## src/rtl/i2p_pkg.sv

```systemverilog
package i2p_pkg;

  localparam logic [7:0] CH_OPEN  = 8'h28;  // (
  localparam logic [7:0] CH_CLOSE = 8'h29;  // )
  localparam logic [7:0] CH_MUL   = 8'h2a;  // *
  localparam logic [7:0] CH_PLUS  = 8'h2b;  // +
  localparam logic [7:0] CH_MINUS = 8'h2d;  // -
  localparam logic [7:0] CH_DIV   = 8'h2f;  // /
  localparam logic [7:0] CH_POW   = 8'h5e;  // ^

  localparam logic [2:0] CODE_OPEN  = 3'd0;
  localparam logic [2:0] CODE_PLUS  = 3'd1;
  localparam logic [2:0] CODE_MINUS = 3'd2;
  localparam logic [2:0] CODE_MUL   = 3'd3;
  localparam logic [2:0] CODE_DIV   = 3'd4;
  localparam logic [2:0] CODE_POW   = 3'd5;

  localparam logic [1:0] ERR_NONE  = 2'd0;
  localparam logic [1:0] ERR_CLOSE = 2'd1;
  localparam logic [1:0] ERR_OVF   = 2'd2;

  typedef enum logic [2:0] {
    CLS_ALNUM,
    CLS_OPEN,
    CLS_CLOSE,
    CLS_OP,
    CLS_OTHER
  } cls_e;

  typedef enum logic [1:0] {
    EM_CHAR,
    EM_TOP,
    EM_ERR_CLOSE,
    EM_ERR_OVF
  } emit_sel_e;

  typedef enum logic [1:0] {
    MODE_CLOSE,
    MODE_OP,
    MODE_FLUSH
  } mode_e;

  typedef enum logic [2:0] {
    ST_IDLE,
    ST_DECODE,
    ST_LOOP,
    ST_WAIT,
    ST_EXAM,
    ST_END
  } state_e;

  typedef struct packed {
    logic      latch;
    logic      emit;
    emit_sel_e emit_sel;
    logic      push;
    logic      pop;
    logic      fin;
  } cmd_t;

  typedef struct packed {
    cls_e cls;
    logic cnt_zero;
    logic full;
    logic top_open;
    logic top_pops;
    logic pend_valid;
    logic out_free;
    logic last;
  } sts_t;

  function automatic cls_e char_class(input logic [7:0] ch);
    cls_e c;
    c = CLS_OTHER;
    if (ch inside {[8'h30:8'h39], [8'h41:8'h5a], [8'h61:8'h7a]}) begin
      c = CLS_ALNUM;
    end else if (ch == CH_OPEN) begin
      c = CLS_OPEN;
    end else if (ch == CH_CLOSE) begin
      c = CLS_CLOSE;
    end else if (ch inside {CH_PLUS, CH_MINUS, CH_MUL, CH_DIV, CH_POW}) begin
      c = CLS_OP;
    end
    return c;
  endfunction

  function automatic logic [2:0] code_of_char(input logic [7:0] ch);
    logic [2:0] c;
    case (ch)
      CH_PLUS:  c = CODE_PLUS;
      CH_MINUS: c = CODE_MINUS;
      CH_MUL:   c = CODE_MUL;
      CH_DIV:   c = CODE_DIV;
      CH_POW:   c = CODE_POW;
      default:  c = CODE_OPEN;
    endcase
    return c;
  endfunction

  function automatic logic [7:0] char_of_code(input logic [2:0] code);
    logic [7:0] ch;
    case (code)
      CODE_OPEN:  ch = CH_OPEN;
      CODE_PLUS:  ch = CH_PLUS;
      CODE_MINUS: ch = CH_MINUS;
      CODE_MUL:   ch = CH_MUL;
      CODE_DIV:   ch = CH_DIV;
      CODE_POW:   ch = CH_POW;
      default:    ch = 8'h00;
    endcase
    return ch;
  endfunction

  function automatic logic [1:0] prec_of_code(input logic [2:0] code);
    logic [1:0] p;
    case (code)
      CODE_PLUS, CODE_MINUS: p = 2'd1;
      CODE_MUL, CODE_DIV:    p = 2'd2;
      CODE_POW:              p = 2'd3;
      default:               p = 2'd0;
    endcase
    return p;
  endfunction

endpackage

```

## src/rtl/i2p_ram.sv

```systemverilog
module i2p_ram #(
  parameter int WIDTH = 3,
  parameter int DEPTH = 32
) (
  input  logic                     clk_i,
  input  logic                     we_i,
  input  logic [$clog2(DEPTH)-1:0] waddr_i,
  input  logic [WIDTH-1:0]         wdata_i,
  input  logic [$clog2(DEPTH)-1:0] raddr_i,
  output logic [WIDTH-1:0]         rdata_o
);

  logic [WIDTH-1:0] mem_q [DEPTH];
  logic [WIDTH-1:0] rdata_q;

  always_ff @(posedge clk_i) begin
    if (we_i) begin
      mem_q[waddr_i] <= wdata_i;
    end
    rdata_q <= mem_q[raddr_i];
  end

  assign rdata_o = rdata_q;

endmodule

```

## src/rtl/i2p_ctrl.sv

```systemverilog
module i2p_ctrl (
  input  logic           clk_i,
  input  logic           rst_ni,
  input  logic           in_valid_i,
  output logic           in_stall_o,
  input  i2p_pkg::sts_t  sts_i,
  output i2p_pkg::cmd_t  cmd_o
);

  i2p_pkg::state_e state_q, state_d;
  i2p_pkg::mode_e  mode_q, mode_d;
  logic            emit_ok;
  logic            fin_ok;

  assign emit_ok = !sts_i.pend_valid || sts_i.out_free;
  assign fin_ok  = !(sts_i.pend_valid || sts_i.last) || sts_i.out_free;
  assign in_stall_o = (state_q != i2p_pkg::ST_IDLE);

  always_ff @(posedge clk_i or negedge rst_ni) begin
    if (!rst_ni) begin
      state_q <= i2p_pkg::ST_IDLE;
      mode_q  <= i2p_pkg::MODE_FLUSH;
    end else begin
      state_q <= state_d;
      mode_q  <= mode_d;
    end
  end

  always_comb begin
    state_d = state_q;
    mode_d  = mode_q;
    cmd_o   = '0;
    cmd_o.emit_sel = i2p_pkg::EM_CHAR;
    case (state_q)
      i2p_pkg::ST_IDLE: begin
        if (in_valid_i) begin
          cmd_o.latch = 1'b1;
          state_d = i2p_pkg::ST_DECODE;
        end
      end
      i2p_pkg::ST_DECODE: begin
        case (sts_i.cls)
          i2p_pkg::CLS_ALNUM: begin
            if (emit_ok) begin
              cmd_o.emit = 1'b1;
              cmd_o.emit_sel = i2p_pkg::EM_CHAR;
              state_d = i2p_pkg::ST_END;
            end
          end
          i2p_pkg::CLS_OPEN: begin
            if (!sts_i.full) begin
              cmd_o.push = 1'b1;
              state_d = i2p_pkg::ST_END;
            end else if (emit_ok) begin
              cmd_o.emit = 1'b1;
              cmd_o.emit_sel = i2p_pkg::EM_ERR_OVF;
              state_d = i2p_pkg::ST_END;
            end
          end
          i2p_pkg::CLS_CLOSE: begin
            mode_d  = i2p_pkg::MODE_CLOSE;
            state_d = i2p_pkg::ST_LOOP;
          end
          i2p_pkg::CLS_OP: begin
            mode_d  = i2p_pkg::MODE_OP;
            state_d = i2p_pkg::ST_LOOP;
          end
          default: begin
            state_d = i2p_pkg::ST_END;
          end
        endcase
      end
      i2p_pkg::ST_LOOP: begin
        if (!sts_i.cnt_zero) begin
          state_d = i2p_pkg::ST_WAIT;
        end else begin
          case (mode_q)
            i2p_pkg::MODE_CLOSE: begin
              if (emit_ok) begin
                cmd_o.emit = 1'b1;
                cmd_o.emit_sel = i2p_pkg::EM_ERR_CLOSE;
                state_d = i2p_pkg::ST_END;
              end
            end
            i2p_pkg::MODE_OP: begin
              cmd_o.push = 1'b1;
              state_d = i2p_pkg::ST_END;
            end
            default: begin
              state_d = i2p_pkg::ST_END;
            end
          endcase
        end
      end
      i2p_pkg::ST_WAIT: begin
        state_d = i2p_pkg::ST_EXAM;
      end
      i2p_pkg::ST_EXAM: begin
        case (mode_q)
          i2p_pkg::MODE_CLOSE: begin
            if (sts_i.top_open) begin
              cmd_o.pop = 1'b1;
              state_d = i2p_pkg::ST_END;
            end else if (emit_ok) begin
              cmd_o.pop  = 1'b1;
              cmd_o.emit = 1'b1;
              cmd_o.emit_sel = i2p_pkg::EM_TOP;
              state_d = i2p_pkg::ST_LOOP;
            end
          end
          i2p_pkg::MODE_OP: begin
            if (sts_i.top_open || !sts_i.top_pops) begin
              if (!sts_i.full) begin
                cmd_o.push = 1'b1;
                state_d = i2p_pkg::ST_END;
              end else if (emit_ok) begin
                cmd_o.emit = 1'b1;
                cmd_o.emit_sel = i2p_pkg::EM_ERR_OVF;
                state_d = i2p_pkg::ST_END;
              end
            end else if (emit_ok) begin
              cmd_o.pop  = 1'b1;
              cmd_o.emit = 1'b1;
              cmd_o.emit_sel = i2p_pkg::EM_TOP;
              state_d = i2p_pkg::ST_LOOP;
            end
          end
          default: begin
            if (sts_i.top_open) begin
              cmd_o.pop = 1'b1;
              state_d = i2p_pkg::ST_END;
            end else if (emit_ok) begin
              cmd_o.pop  = 1'b1;
              cmd_o.emit = 1'b1;
              cmd_o.emit_sel = i2p_pkg::EM_TOP;
              state_d = i2p_pkg::ST_END;
            end
          end
        endcase
      end
      i2p_pkg::ST_END: begin
        if (sts_i.last && !sts_i.cnt_zero) begin
          mode_d  = i2p_pkg::MODE_FLUSH;
          state_d = i2p_pkg::ST_WAIT;
        end else if (fin_ok) begin
          cmd_o.fin = 1'b1;
          state_d = i2p_pkg::ST_IDLE;
        end
      end
      default: begin
        state_d = i2p_pkg::ST_IDLE;
      end
    endcase
  end

endmodule

```

## src/rtl/i2p_dpath.sv

```systemverilog
module i2p_dpath #(
  parameter int STACK_DEPTH = 32
) (
  input  logic          clk_i,
  input  logic          rst_ni,
  input  logic [7:0]    in_char_i,
  input  logic          in_last_i,
  input  logic          out_stall_i,
  output logic          out_valid_o,
  output logic [7:0]    out_char_o,
  output logic          char_valid_o,
  output logic          out_last_o,
  output logic [1:0]    error_code_o,
  input  i2p_pkg::cmd_t cmd_i,
  output i2p_pkg::sts_t sts_o
);

  localparam int CW = $clog2(STACK_DEPTH + 1);
  localparam int AW = $clog2(STACK_DEPTH);

  logic [7:0]    char_q;
  logic          last_q;
  logic [CW-1:0] count_q;
  logic [CW-1:0] count_m1;
  logic [2:0]    top;
  logic [2:0]    in_code;
  logic [1:0]    in_prec;
  logic [1:0]    top_prec;

  // pending result, held back until it is known whether it closes the expression
  logic          pend_valid_q;
  logic [7:0]    pend_char_q;
  logic          pend_cv_q;
  logic [1:0]    pend_err_q;
  logic [7:0]    new_char;
  logic          new_cv;
  logic [1:0]    new_err;

  logic          out_valid_q;
  logic [7:0]    out_char_q;
  logic          out_cv_q;
  logic          out_last_q;
  logic [1:0]    out_err_q;
  logic          out_free;

  assign count_m1 = count_q - 1'b1;
  assign in_code  = i2p_pkg::code_of_char(char_q);
  assign in_prec  = i2p_pkg::prec_of_code(in_code);
  assign top_prec = i2p_pkg::prec_of_code(top);
  assign out_free = !out_valid_q || !out_stall_i;

  i2p_ram #(
    .WIDTH(3),
    .DEPTH(STACK_DEPTH)
  ) u_stack (
    .clk_i  (clk_i),
    .we_i   (cmd_i.push),
    .waddr_i(count_q[AW-1:0]),
    .wdata_i(in_code),
    .raddr_i(count_m1[AW-1:0]),
    .rdata_o(top)
  );

  always_comb begin
    sts_o.cls        = i2p_pkg::char_class(char_q);
    sts_o.cnt_zero   = (count_q == '0);
    sts_o.full       = (count_q == CW'(STACK_DEPTH));
    sts_o.top_open   = (top == i2p_pkg::CODE_OPEN);
    sts_o.top_pops   = (top_prec > in_prec) ||
                       ((top_prec == in_prec) && (in_code != i2p_pkg::CODE_POW));
    sts_o.pend_valid = pend_valid_q;
    sts_o.out_free   = out_free;
    sts_o.last       = last_q;
  end

  always_comb begin
    new_char = 8'h00;
    new_cv   = 1'b0;
    new_err  = i2p_pkg::ERR_NONE;
    case (cmd_i.emit_sel)
      i2p_pkg::EM_CHAR: begin
        new_char = char_q;
        new_cv   = 1'b1;
      end
      i2p_pkg::EM_TOP: begin
        new_char = i2p_pkg::char_of_code(top);
        new_cv   = 1'b1;
      end
      i2p_pkg::EM_ERR_CLOSE: begin
        new_err = i2p_pkg::ERR_CLOSE;
      end
      default: begin
        new_err = i2p_pkg::ERR_OVF;
      end
    endcase
  end

  always_ff @(posedge clk_i) begin
    if (cmd_i.latch) begin
      char_q <= in_char_i;
      last_q <= in_last_i;
    end
    if (cmd_i.emit) begin
      pend_char_q <= new_char;
      pend_cv_q   <= new_cv;
      pend_err_q  <= new_err;
    end
    if (cmd_i.emit && pend_valid_q) begin
      out_char_q <= pend_char_q;
      out_cv_q   <= pend_cv_q;
      out_err_q  <= pend_err_q;
      out_last_q <= 1'b0;
    end else if (cmd_i.fin && pend_valid_q) begin
      out_char_q <= pend_char_q;
      out_cv_q   <= pend_cv_q;
      out_err_q  <= pend_err_q;
      out_last_q <= last_q;
    end else if (cmd_i.fin && last_q) begin
      out_char_q <= 8'h00;
      out_cv_q   <= 1'b0;
      out_err_q  <= i2p_pkg::ERR_NONE;
      out_last_q <= 1'b1;
    end
  end

  always_ff @(posedge clk_i or negedge rst_ni) begin
    if (!rst_ni) begin
      count_q      <= '0;
      pend_valid_q <= 1'b0;
      out_valid_q  <= 1'b0;
    end else begin
      if (cmd_i.push) begin
        count_q <= count_q + 1'b1;
      end else if (cmd_i.pop) begin
        count_q <= count_m1;
      end
      if (cmd_i.emit) begin
        pend_valid_q <= 1'b1;
      end else if (cmd_i.fin) begin
        pend_valid_q <= 1'b0;
      end
      if ((cmd_i.emit && pend_valid_q) || (cmd_i.fin && (pend_valid_q || last_q))) begin
        out_valid_q <= 1'b1;
      end else if (!out_stall_i) begin
        out_valid_q <= 1'b0;
      end
    end
  end

  assign out_valid_o  = out_valid_q;
  assign out_char_o   = out_char_q;
  assign char_valid_o = out_cv_q;
  assign out_last_o   = out_last_q;
  assign error_code_o = out_err_q;

endmodule

```

## src/rtl/infix_to_postfix_converter_core.sv

```systemverilog
// infix to postfix conversion with an operator stack
// input channel: in_valid_i / in_stall_o carry one character per item with in_last_i
// marking the end of an expression. output channel: out_valid_o / out_stall_i carry
// one postfix character or error indication per item; out_last_o marks the final item
// of an expression, an empty item with out_last_o is sent when nothing else is produced.
// one item is worked at a time: in_stall_o is high from acceptance until the item is done.
// a letter, digit, '(' or ignored character passes the decode and end states; an operator
// or ')' also runs the loop, wait and exam states for each stack entry examined, since
// each pop waits on the registered stack read.
// the end of an expression runs the wait and exam states per stacked entry for the flush.
// each result is held one step in a pending register so the last flag can be set, so a
// result leaves the block when the next one is made or when the item completes.
// out_stall_i high holds the output register; work stops when a result has no room.
// reset empties the stack and drops any pending or waiting output.
module infix_to_postfix_converter_core #(
  parameter int STACK_DEPTH = 32
) (
  input  logic       clk_i,
  input  logic       rst_ni,
  input  logic       in_valid_i,
  output logic       in_stall_o,
  input  logic [7:0] in_char_i,
  input  logic       in_last_i,
  output logic       out_valid_o,
  input  logic       out_stall_i,
  output logic [7:0] out_char_o,
  output logic       char_valid_o,
  output logic       out_last_o,
  output logic [1:0] error_code_o
);

  i2p_pkg::cmd_t cmd;
  i2p_pkg::sts_t sts;

  i2p_ctrl u_ctrl (
    .clk_i     (clk_i),
    .rst_ni    (rst_ni),
    .in_valid_i(in_valid_i),
    .in_stall_o(in_stall_o),
    .sts_i     (sts),
    .cmd_o     (cmd)
  );

  i2p_dpath #(
    .STACK_DEPTH(STACK_DEPTH)
  ) u_dpath (
    .clk_i       (clk_i),
    .rst_ni      (rst_ni),
    .in_char_i   (in_char_i),
    .in_last_i   (in_last_i),
    .out_stall_i (out_stall_i),
    .out_valid_o (out_valid_o),
    .out_char_o  (out_char_o),
    .char_valid_o(char_valid_o),
    .out_last_o  (out_last_o),
    .error_code_o(error_code_o),
    .cmd_i       (cmd),
    .sts_o       (sts)
  );

endmodule
```

## config.mk

```make
export PLATFORM = sky130hd
export DESIGN_NAME = infix_to_postfix_converter_core
export DESIGN_NICKNAME = d
export VERILOG_FILES = /design/src/rtl/i2p_pkg.sv /design/src/rtl/i2p_ram.sv /design/src/rtl/i2p_ctrl.sv /design/src/rtl/i2p_dpath.sv /design/src/rtl/infix_to_postfix_converter_core.sv
export SDC_FILE = /design/constraint.sdc
export NUM_CORES = 1
export LEC_CHECK = 0
export BUFFER_PORTS_ARGS = -buffer_cell sky130_fd_sc_hd__clkbuf_2
export CAP_MARGIN = 40
export CELL_PAD_IN_SITES_DETAIL_PLACEMENT = 1
export CELL_PAD_IN_SITES_GLOBAL_PLACEMENT = 1
export CORE_MARGIN = 3
export CORE_UTILIZATION = 30
export DETAILED_ROUTE_END_ITERATION = 16
export PLACE_DENSITY = 0.55
export SLEW_MARGIN = 20
export SYNTH_ARGS = -nofsm -noshare
export SYNTH_HDL_FRONTEND = slang
export SYNTH_HIERARCHICAL = 1
export SYNTH_SLANG_ARGS = --single-unit
export TNS_END_PERCENT = 1
```

## constraint.sdc

```tcl
create_clock -name clk_i -period 5.5 [get_ports clk_i]
set_input_delay 0.275 -clock clk_i [delete_from_list [all_inputs] [get_ports clk_i]]
set_output_delay 0.275 -clock clk_i [all_outputs]
set_load 0.01 [all_outputs]
```

==> results of run 1 <==
-- per-layer routing --
metal  vias up  track usage [%]  share of wire, %
met3        21             2.62               3.4
met1      1946             16.1                45
met2        63             20.5                49
li1       1790                -                 -
met5         -                0                 0
met4         0             5.63               2.4
-- kinds of logic after synthesis --
group	count (synthesis)	synth area share [%]
mux	35	11.2
fa+ha+maj	4	0.764
flops	144	64.4
compound gates	63	6.48
buf+inv	37	2.96
xor+xnor	9	1.20
simple gates	160	12.9
-- timing repair --
item / in CTS / in global routing
hold endpoints to repair: 12 / 0
hold buffers: 1 / 0
resized for setup: 0 / 0
-- through the flow --
step | std cells | util, %
after global routing | 767 | 35.5
after global placement | 734 | 32.7
after CTS | 767 | 35.5
after floorplan | 452 | -
after detailed placement | 736 | 32.9
final | 767 | 35.5
-- worst max-delay path: cells and delay by family (launching register included) --
kind / cells / cell delay [ns]
flip-flops: 1 / 0.49
AO/OA/AOI/OAI: 5 / 1.26
AND/OR/NAND/NOR: 7 / 2.05
adder cells (fa/ha/maj): 1 / 0.25
-- flip-flops by register name, summed over array words and instances (netlist names) --
signal                   count
u_dpath/last_q               1
u_dpath/pend_cv_q            1
u_dpath/count_q              6
u_ctrl/mode_q                2
u_dpath/out_char_o           8
u_dpath/pend_char_q          8
u_dpath/u_stack/rdata_o      3
u_dpath/pend_valid_q         1
u_dpath/error_code_o         2
u_dpath/char_q               8
u_dpath/u_stack/mem_q       96
u_ctrl/state_q               3
u_dpath/out_last_o           1
u_dpath/char_valid_o         1
u_dpath/pend_err_q           2
u_dpath/out_valid_o          1
-- worst paths after layout --
check / startpoint / endpoint
setup / recovery: u_dpath/char_q[4] / u_dpath/u_stack/mem_q[2][2]
hold / removal: in_char_i[7] / u_dpath/char_q[7]
setup reg to reg: u_dpath/char_q[4] / u_dpath/u_stack/mem_q[2][2]
hold reg to reg: u_dpath/count_q[5] / u_dpath/count_q[5]
max in group asynchronous: rst_ni / u_ctrl/mode_q[1]
min in group asynchronous: rst_ni / u_ctrl/state_q[0]
-- power groups by stage --
stage / sequential, W / clock, W / combinational (W)
floorplan: 0.00150 / 0 / 0.000940
global placement: 0.00156 / 0 / 0.00114
detailed placement: 0.00157 / 0 / 0.00117
CTS: 0.00155 / 0.00109 / 0.00117
global route: 0.00158 / 0.00114 / 0.00128
finish: 0.00155 / 0.00106 / 0.00115
-- synth_stat cells (7+ instances only) --
master | n | share of area [%]
a21oi_1 | 16 | 1.2
nor2_1 | 57 | 3.3
dfrtp_1 | 12 | 4.6
mux4_2 | 29 | 10
clkbuf_1 | 11 | 0.63
nor3_1 | 12 | 0.92
a211oi_1 | 7 | 0.80
and2_1 | 12 | 1.1
nand3b_1 | 8 | 0.92
nand2_1 | 24 | 1.4
edfxtp_1 | 127 | 58
inv_1 | 12 | 0.69
o21ai_0 | 8 | 0.61
-- layout make-up --
cell class                      count  area [um2]  share of cell area, %
Sequential cell                   144        4220                   56.1
Multi-Input combinational cell    271        2160                   28.6
Clock buffer                       17         425                   5.65
Tap cell                          275         344                   4.57
Timing Repair Buffer               35         220                   2.93
Clock inverter                     13         115                   1.53
Inverter                           12        45.0                  0.599
==> results.py, run 1 <==
metrics = {
    "run_status": {
        "status": "finished clean",
    },
    "clock_tree": {
        "postCtsSetupBuffers": 0,
        "cts_buffers": 17,
        "cts_tree": "built",
        "clock-root-buffer": "clkbuf_16",
        "clkTransAtPathRegs_ns": 0.06,
        "clock_sinks": 144,
        "insertion_delay_ns": 0.42,
        "clockBufferDepth": 2,
        "cts_max_level": 4,
    },
    "logic_synthesis": {
        "syn_area_per_cell_um2": 14.5,
        "synthArstFlopShare_pct": 9.03,
        "ys_seq_elements": 144,
        "synth_top_flop_cell": "edfxtp_1",
        "netlist-cell-type-count": 65,
        "synthCells": 452,
        "synth_edf_count": 127,
        "seq_area_frac_synth_pct": 64.4,
        "synth_warnings": 6,
        "syn_nets": 469,
        "syn-cell-area_mm2": 0.00655,
    },
    "route": {
        "ant_nets": 0,
        "route.detailed.drc": 0,
        "wl_um": 14200,
        "drt_pass1_iterations": 5,
        "vias": 3820,
        "wire_per_inst_um": 18.5,
        "first_iter_violations": 171,
        "viasPerCell": 4.98,
    },
    "sta": {
        "finalCritPeriodShare_pct": 79.9,
        "setup_viol": 0,
        "final_hold_viol_count": 0,
        "hold_ws_ns": 0.0300,
        "max_freq_mhz": 228,
        "min_period_ns": 4.40,
        "worst_pin_slew_ns": 0.798,
        "setup-tns-final_ns": 0,
        "rsz0062_at_grt": "no",
        "drv_slew": 0,
        "setup_slack_ns": 1.10,
        "clock_skew_ns": 0.00900,
        "worst_slew_margin_rel_pct": 46.8,
    },
    "power": {
        "p_sw_w": 0.00122,
        "clock_power_share_pct": 28.2,
        "p_per_area_mw_per_mm2": 499,
        "p_leak_nw": 2.47,
        "p_comb_share_pct": 30.5,
        "swShare_pct": 32.4,
        "p_int_w": 0.00254,
        "total_power_w": 0.00376,
        "ir_worst_vdd_v": 0.000226,
        "p_seq_share_pct": 41.3,
    },
    "setup_path": {
        "cp_max_fo": 12,
        "worstSetupPathType": "flop to flop",
        "critPathRequiredTime_ns": 5.59,
        "rrSetupSlack_ns": 1.10,
        "cpPeakStageDelay_ns": 0.65,
        "crit_path_cell_trace": "or4b_4, nor2_2, nand2_1, o21ai_1, ha_1, nand2b_1, a21oi_1, nor2_1, a21oi_1, a32oi_1, o22ai_1, nand3b_1, nor2_1",
        "start_kind": "flop",
        "endpoint_kind": "flop",
        "cp_slowest_cell": "o22ai_1",
        "r2r.worst_path.cells": 13,
        "cp.arrival_ns": 4.48,
    },
    "cells_and_area": {
        "layout_common_cells": "edfxtp_1, nor2_1, mux4_2",
        "n_antenna_cell": 0,
        "final_common_cell": "edfxtp_1",
        "nets": 498,
        "syn2layout_area_growth_pct": 14.9,
        "drive_gt1_share_pct": 22.2,
        "fillCellCount": 2237,
        "stdcell_area_mm2": 0.00753,
    },
    "place": {
        "gp_congestion": 0.804,
        "dp_hpwl_um": 9700,
        "io_buffers": 26,
        "dpl_worst_slack_ns": 1.06,
        "place_area_mm2": 0.00698,
    },
    "job": {
        "maxCapViolCount": 0,
    },
    "global_route": {
        "grtUsageTotal_pct": 12.6,
        "grt-ovfl-total": 0,
        "grt_pass1_wl_um": 22900,
        "grt_antenna_before_repair": 0,
        "grt_pass1_vias": 4138,
        "grt_max_degree": 34,
    },
    "floorplan": {
        "die_w_um": 154,
        "core_mm2": 0.0212,
        "io_pins": 27,
        "initial_utilization_pct": 30.9,
        "die_h_um": 154,
        "rows": 53,
        "fp.dieArea_mm2": 0.0236,
    },
    "hold_path": {
        "min_path_type": "input pin to flop",
        "hold_depth": 1,
    },
}
(Power assumes the default switching activity.)
==> run 2: changes to the inputs <==
--- a/config.mk
+++ b/config.mk
@@ -5,6 +5,7 @@
 export SDC_FILE = /design/constraint.sdc
 export NUM_CORES = 1
 export LEC_CHECK = 0
+export ABC_AREA = 1
 export BUFFER_PORTS_ARGS = -buffer_cell sky130_fd_sc_hd__clkbuf_2
 export CAP_MARGIN = 40
 export CELL_PAD_IN_SITES_DETAIL_PLACEMENT = 1
@@ -12,7 +13,7 @@
 export CORE_MARGIN = 3
 export CORE_UTILIZATION = 30
 export DETAILED_ROUTE_END_ITERATION = 16
-export PLACE_DENSITY = 0.55
+export PLACE_DENSITY = 0.6
 export SLEW_MARGIN = 20
 export SYNTH_ARGS = -nofsm -noshare
 export SYNTH_HDL_FRONTEND = slang
==> constraint.sdc (replaced) <==
create_clock -name clk_i -period 4 [get_ports clk_i]
set_input_delay 0.2 -clock clk_i [delete_from_list [all_inputs] [get_ports clk_i]]
set_output_delay 0.2 -clock clk_i [all_outputs]
set_load 0.01 [all_outputs]
==> run 2 against run 1 <==
Effect of this change: clock-buffer cell count rose by 2; cell area up 5.8%; combinational power up 110%; synthesized area up 4.3%.
==> results.py, run 2 <==
metrics = {
    "global_route": {
        "use_met1_pct": 18.7,
        "grt_pass1_vias": 5419,
        "top_usage_layer": "met2",
        "use_met2_pct": 25.2,
        "grtUsageTotal_pct": 14.7,
        "grt_pass1_wl_um": 28100,
        "grt-ovfl-total": 0,
        "grt_max_degree": 53,
        "met3_usage_pct": 2.80,
        "grt_antenna_before_repair": 0,
    },
    "clock_tree": {
        "clockBufferDepth": 2,
        "postCtsSetupBuffers": 0,
        "insertion_delay_ns": 0.42,
        "cts_tree": "built",
        "clock-root-buffer": "clkbuf_16",
        "clock_sinks": 144,
        "cts_max_level": 4,
        "cts_buffers": 17,
        "clkTransAtPathRegs_ns": 0.06,
    },
    "job": {
        "maxCapViolCount": 0,
    },
    "sta": {
        "finalCritPeriodShare_pct": 82.1,
        "max_freq_mhz": 305,
        "clock_skew_ns": 0.00741,
        "setup_viol": 0,
        "drv_slew": 0,
        "worst_pin_slew_ns": 0.724,
        "setup-tns-final_ns": 0,
        "min_period_ns": 3.28,
        "final_hold_viol_count": 0,
        "worst_slew_margin_rel_pct": 51.6,
        "rsz0062_at_grt": "no",
    },
    "setup_path": {
        "critPathBufInv": 4,
        "timing.rr.end": "u_dpath/u_stack/mem_q[27][0]",
        "start_kind": "flop",
        "cpPeakStageDelay_ns": 0.40,
        "cp.arrival_ns": 3.38,
        "crit_path_cell_trace": "inv_1, nand2_2, nor2_4, nand2_2, nand2_2, nor2_4, ha_1, inv_1, nor2_1, o21ai_0, o21ai_0, a21oi_1, nand2_1, o211ai_1, buf_4, nand3_1, buf_4, nor2_1",
        "cp_slowest_cell": "edfxtp_1",
        "crit_path_frequent_cell": "nand2_2",
        "critPathRequiredTime_ns": 4.10,
        "r2r_start": "u_dpath/char_q[7]",
        "r2r.worst_path.cells": 18,
        "endpoint_kind": "flop",
        "rrSetupSlack_ns": 0.72,
        "cp_max_fo": 8,
        "worstSetupPathType": "flop to flop",
        "crit_family": "simple AND/OR/NAND/NOR gates",
    },
    "cells_and_area": {
        "syn2layout_area_growth_pct": 16.6,
        "top_register": "u_dpath/u_stack/mem_q",
        "instances_no_fill": 1049,
        "layout_common_cells": "nand2_1, edfxtp_1, nand3_1",
        "largest_reg_flops": 96,
        "n_antenna_cell": 0,
        "drive_gt1_share_pct": 14.6,
        "final_common_cell": "nand2_1",
        "nets": 774,
    },
    "logic_synthesis": {
        "ys_top_cells_by_count": "nand2_1, edfxtp_1, nand3_1",
        "synth_edf_count": 127,
        "syn-cell-area_mm2": 0.00683,
        "synthCells": 711,
        "yosysMostFrequentCell": "nand2_1",
        "synth_area_leaders": "edfxtp_1, nand2_1, nand3_1, dfrtp_1, nor2_1",
        "seq_area_frac_synth_pct": 61.8,
        "syn_nets": 728,
        "synth_warnings": 6,
        "syn_area_per_cell_um2": 9.61,
        "netlist-cell-type-count": 35,
        "synthArstFlopShare_pct": 9.03,
        "yosysTopAreaCell": "edfxtp_1",
        "netlist.area_leader.share_pct": 55.8,
        "synth_top_flop_cell": "edfxtp_1",
        "ys_seq_elements": 144,
    },
    "route": {
        "first_iter_violations": 237,
        "route.detailed.drc": 0,
        "drt_pass1_iterations": 5,
        "ant_nets": 0,
        "wl_um": 17300,
        "viasPerCell": 4.81,
        "vias": 5046,
        "wire_per_inst_um": 16.5,
    },
    "floorplan": {
        "rows": 54,
        "initial_utilization_pct": 30.9,
        "die_w_um": 157,
        "die_h_um": 157,
        "fp.dieArea_mm2": 0.0246,
        "core_mm2": 0.0221,
        "io_pins": 27,
    },
    "power": {
        "ir_worst_vdd_v": 0.000271,
        "p_per_area_mw_per_mm2": 755,
        "p_leak_nw": 3.22,
    },
    "place": {
        "io_buffers": 26,
        "dp_hpwl_um": 11900,
        "gp_congestion": 0.812,
        "dp_cells": 1007,
    },
    "hold_path": {
        "min_path_type": "input pin to flop",
        "hold_depth": 3,
        "holdPathEnd": "u_dpath/out_valid_o",
        "hp-start": "out_stall_i",
    },
    "run_status": {
        "status": "finished clean",
    },
}
==> run 2: cell types whose count changed after synthesis, moves of 9 or more <==
| cell | before | now |
|---|---|---|
| nand3_1 | 6 | 107 |
| mux4_2 | 29 | 0 |
| inv_1 | 12 | 57 |
| inv_2 | 0 | 15 |
| and2_1 | 12 | 0 |
| clkbuf_1 | 11 | 2 |
| nor2_1 | 57 | 71 |
| buf_2 | 2 | 11 |
| nand2_1 | 24 | 210 |
==> run 2: area by class of cell <==
cell class | count | area, um2
fill | 2519 | 14100
sequential | 144 | 4220
multi-input combinational | 471 | 2190
clock buffer | 19 | 433
timing repair buffer | 51 | 363
tap | 280 | 350
inverter | 72 | 270
clock inverter | 12 | 136
==> run 2: stage by stage <==
stage | utilization [%] | hold slack, ns | instance area [um2] | setup slack [ns] | power (W)
CTS | 35.9 | 0.0466 | 7940 | 0.684 | 0.00607
finish | 36.1 | 0.0592 | 7970 | 0.717 | 0.00601
detailed placement | 32.9 | 0.136 | 7270 | 0.734 | 0.00450
global route | 36.1 | 0.0742 | 7970 | 0.424 | 0.00649
floorplan | - | -0.0956 | 6830 | 0.628 | 0.00379
global placement | 32.9 | 0.123 | 7270 | 0.822 | 0.00441
==> run 2: kinds of logic after synthesis <==
family                     after synthesis  synth area share, %
adders and majority gates                4                0.733
buffers and inverters                   96                 6.14
AOI/OAI and AO/OA                       38                 3.39
and+or+nand+nor                        424                 27.3
xor gates and xnor gates                 5                0.641
DFF                                    144                 61.8
==> run 2: worst register-to-register path: stages, from the launching register on <==
cell      delay (ns)
edfxtp_1        0.40
inv_1           0.15
nand2_2         0.08
nor2_4          0.16
nand2_2         0.08
nand2_2         0.09
nor2_4          0.05
ha_1            0.29
inv_1           0.06
nor2_1          0.03
o21ai_0         0.12
o21ai_0         0.17
a21oi_1         0.25
nand2_1         0.10
o211ai_1        0.17
buf_4           0.18
nand3_1         0.11
buf_4           0.19
nor2_1          0.26
==> run 2: per-layer routing <==
layer	part of all wire, %	vias to the layer above
met4	1.6	0
met2	50	65
met3	3.0	17
met5	0	-
li1	-	2467
met1	45	2497
==> run 2: timing repair <==
item	CTS	global route
hold endpoints to repair	22	0
hold buffers	10	0
gates resized for setup	0	0
==> run 2: power by group <==
group	internal, W	switching, W
clock	0.000918	0.000612
sequential	0.00189	0.000213
combinational	0.000733	0.00165
==> run 2: how the worst max path moves through the flow <==
stage,cells after the start,slack (ns),endpoint,from
after floorplan,20,0.63,u_dpath/char_valid_o,u_dpath/char_q[4]
after global placement,18,0.82,u_dpath/u_stack/mem_q[27][0],u_dpath/char_q[4]
after detailed placement,18,0.73,u_dpath/u_stack/mem_q[4][0],u_dpath/char_q[7]
after CTS,18,0.68,u_dpath/u_stack/mem_q[27][1],u_dpath/char_q[7]
after global routing,18,0.42,u_dpath/u_stack/mem_q[27][0],u_dpath/char_q[7]
final,18,0.72,u_dpath/u_stack/mem_q[27][0],u_dpath/char_q[7]
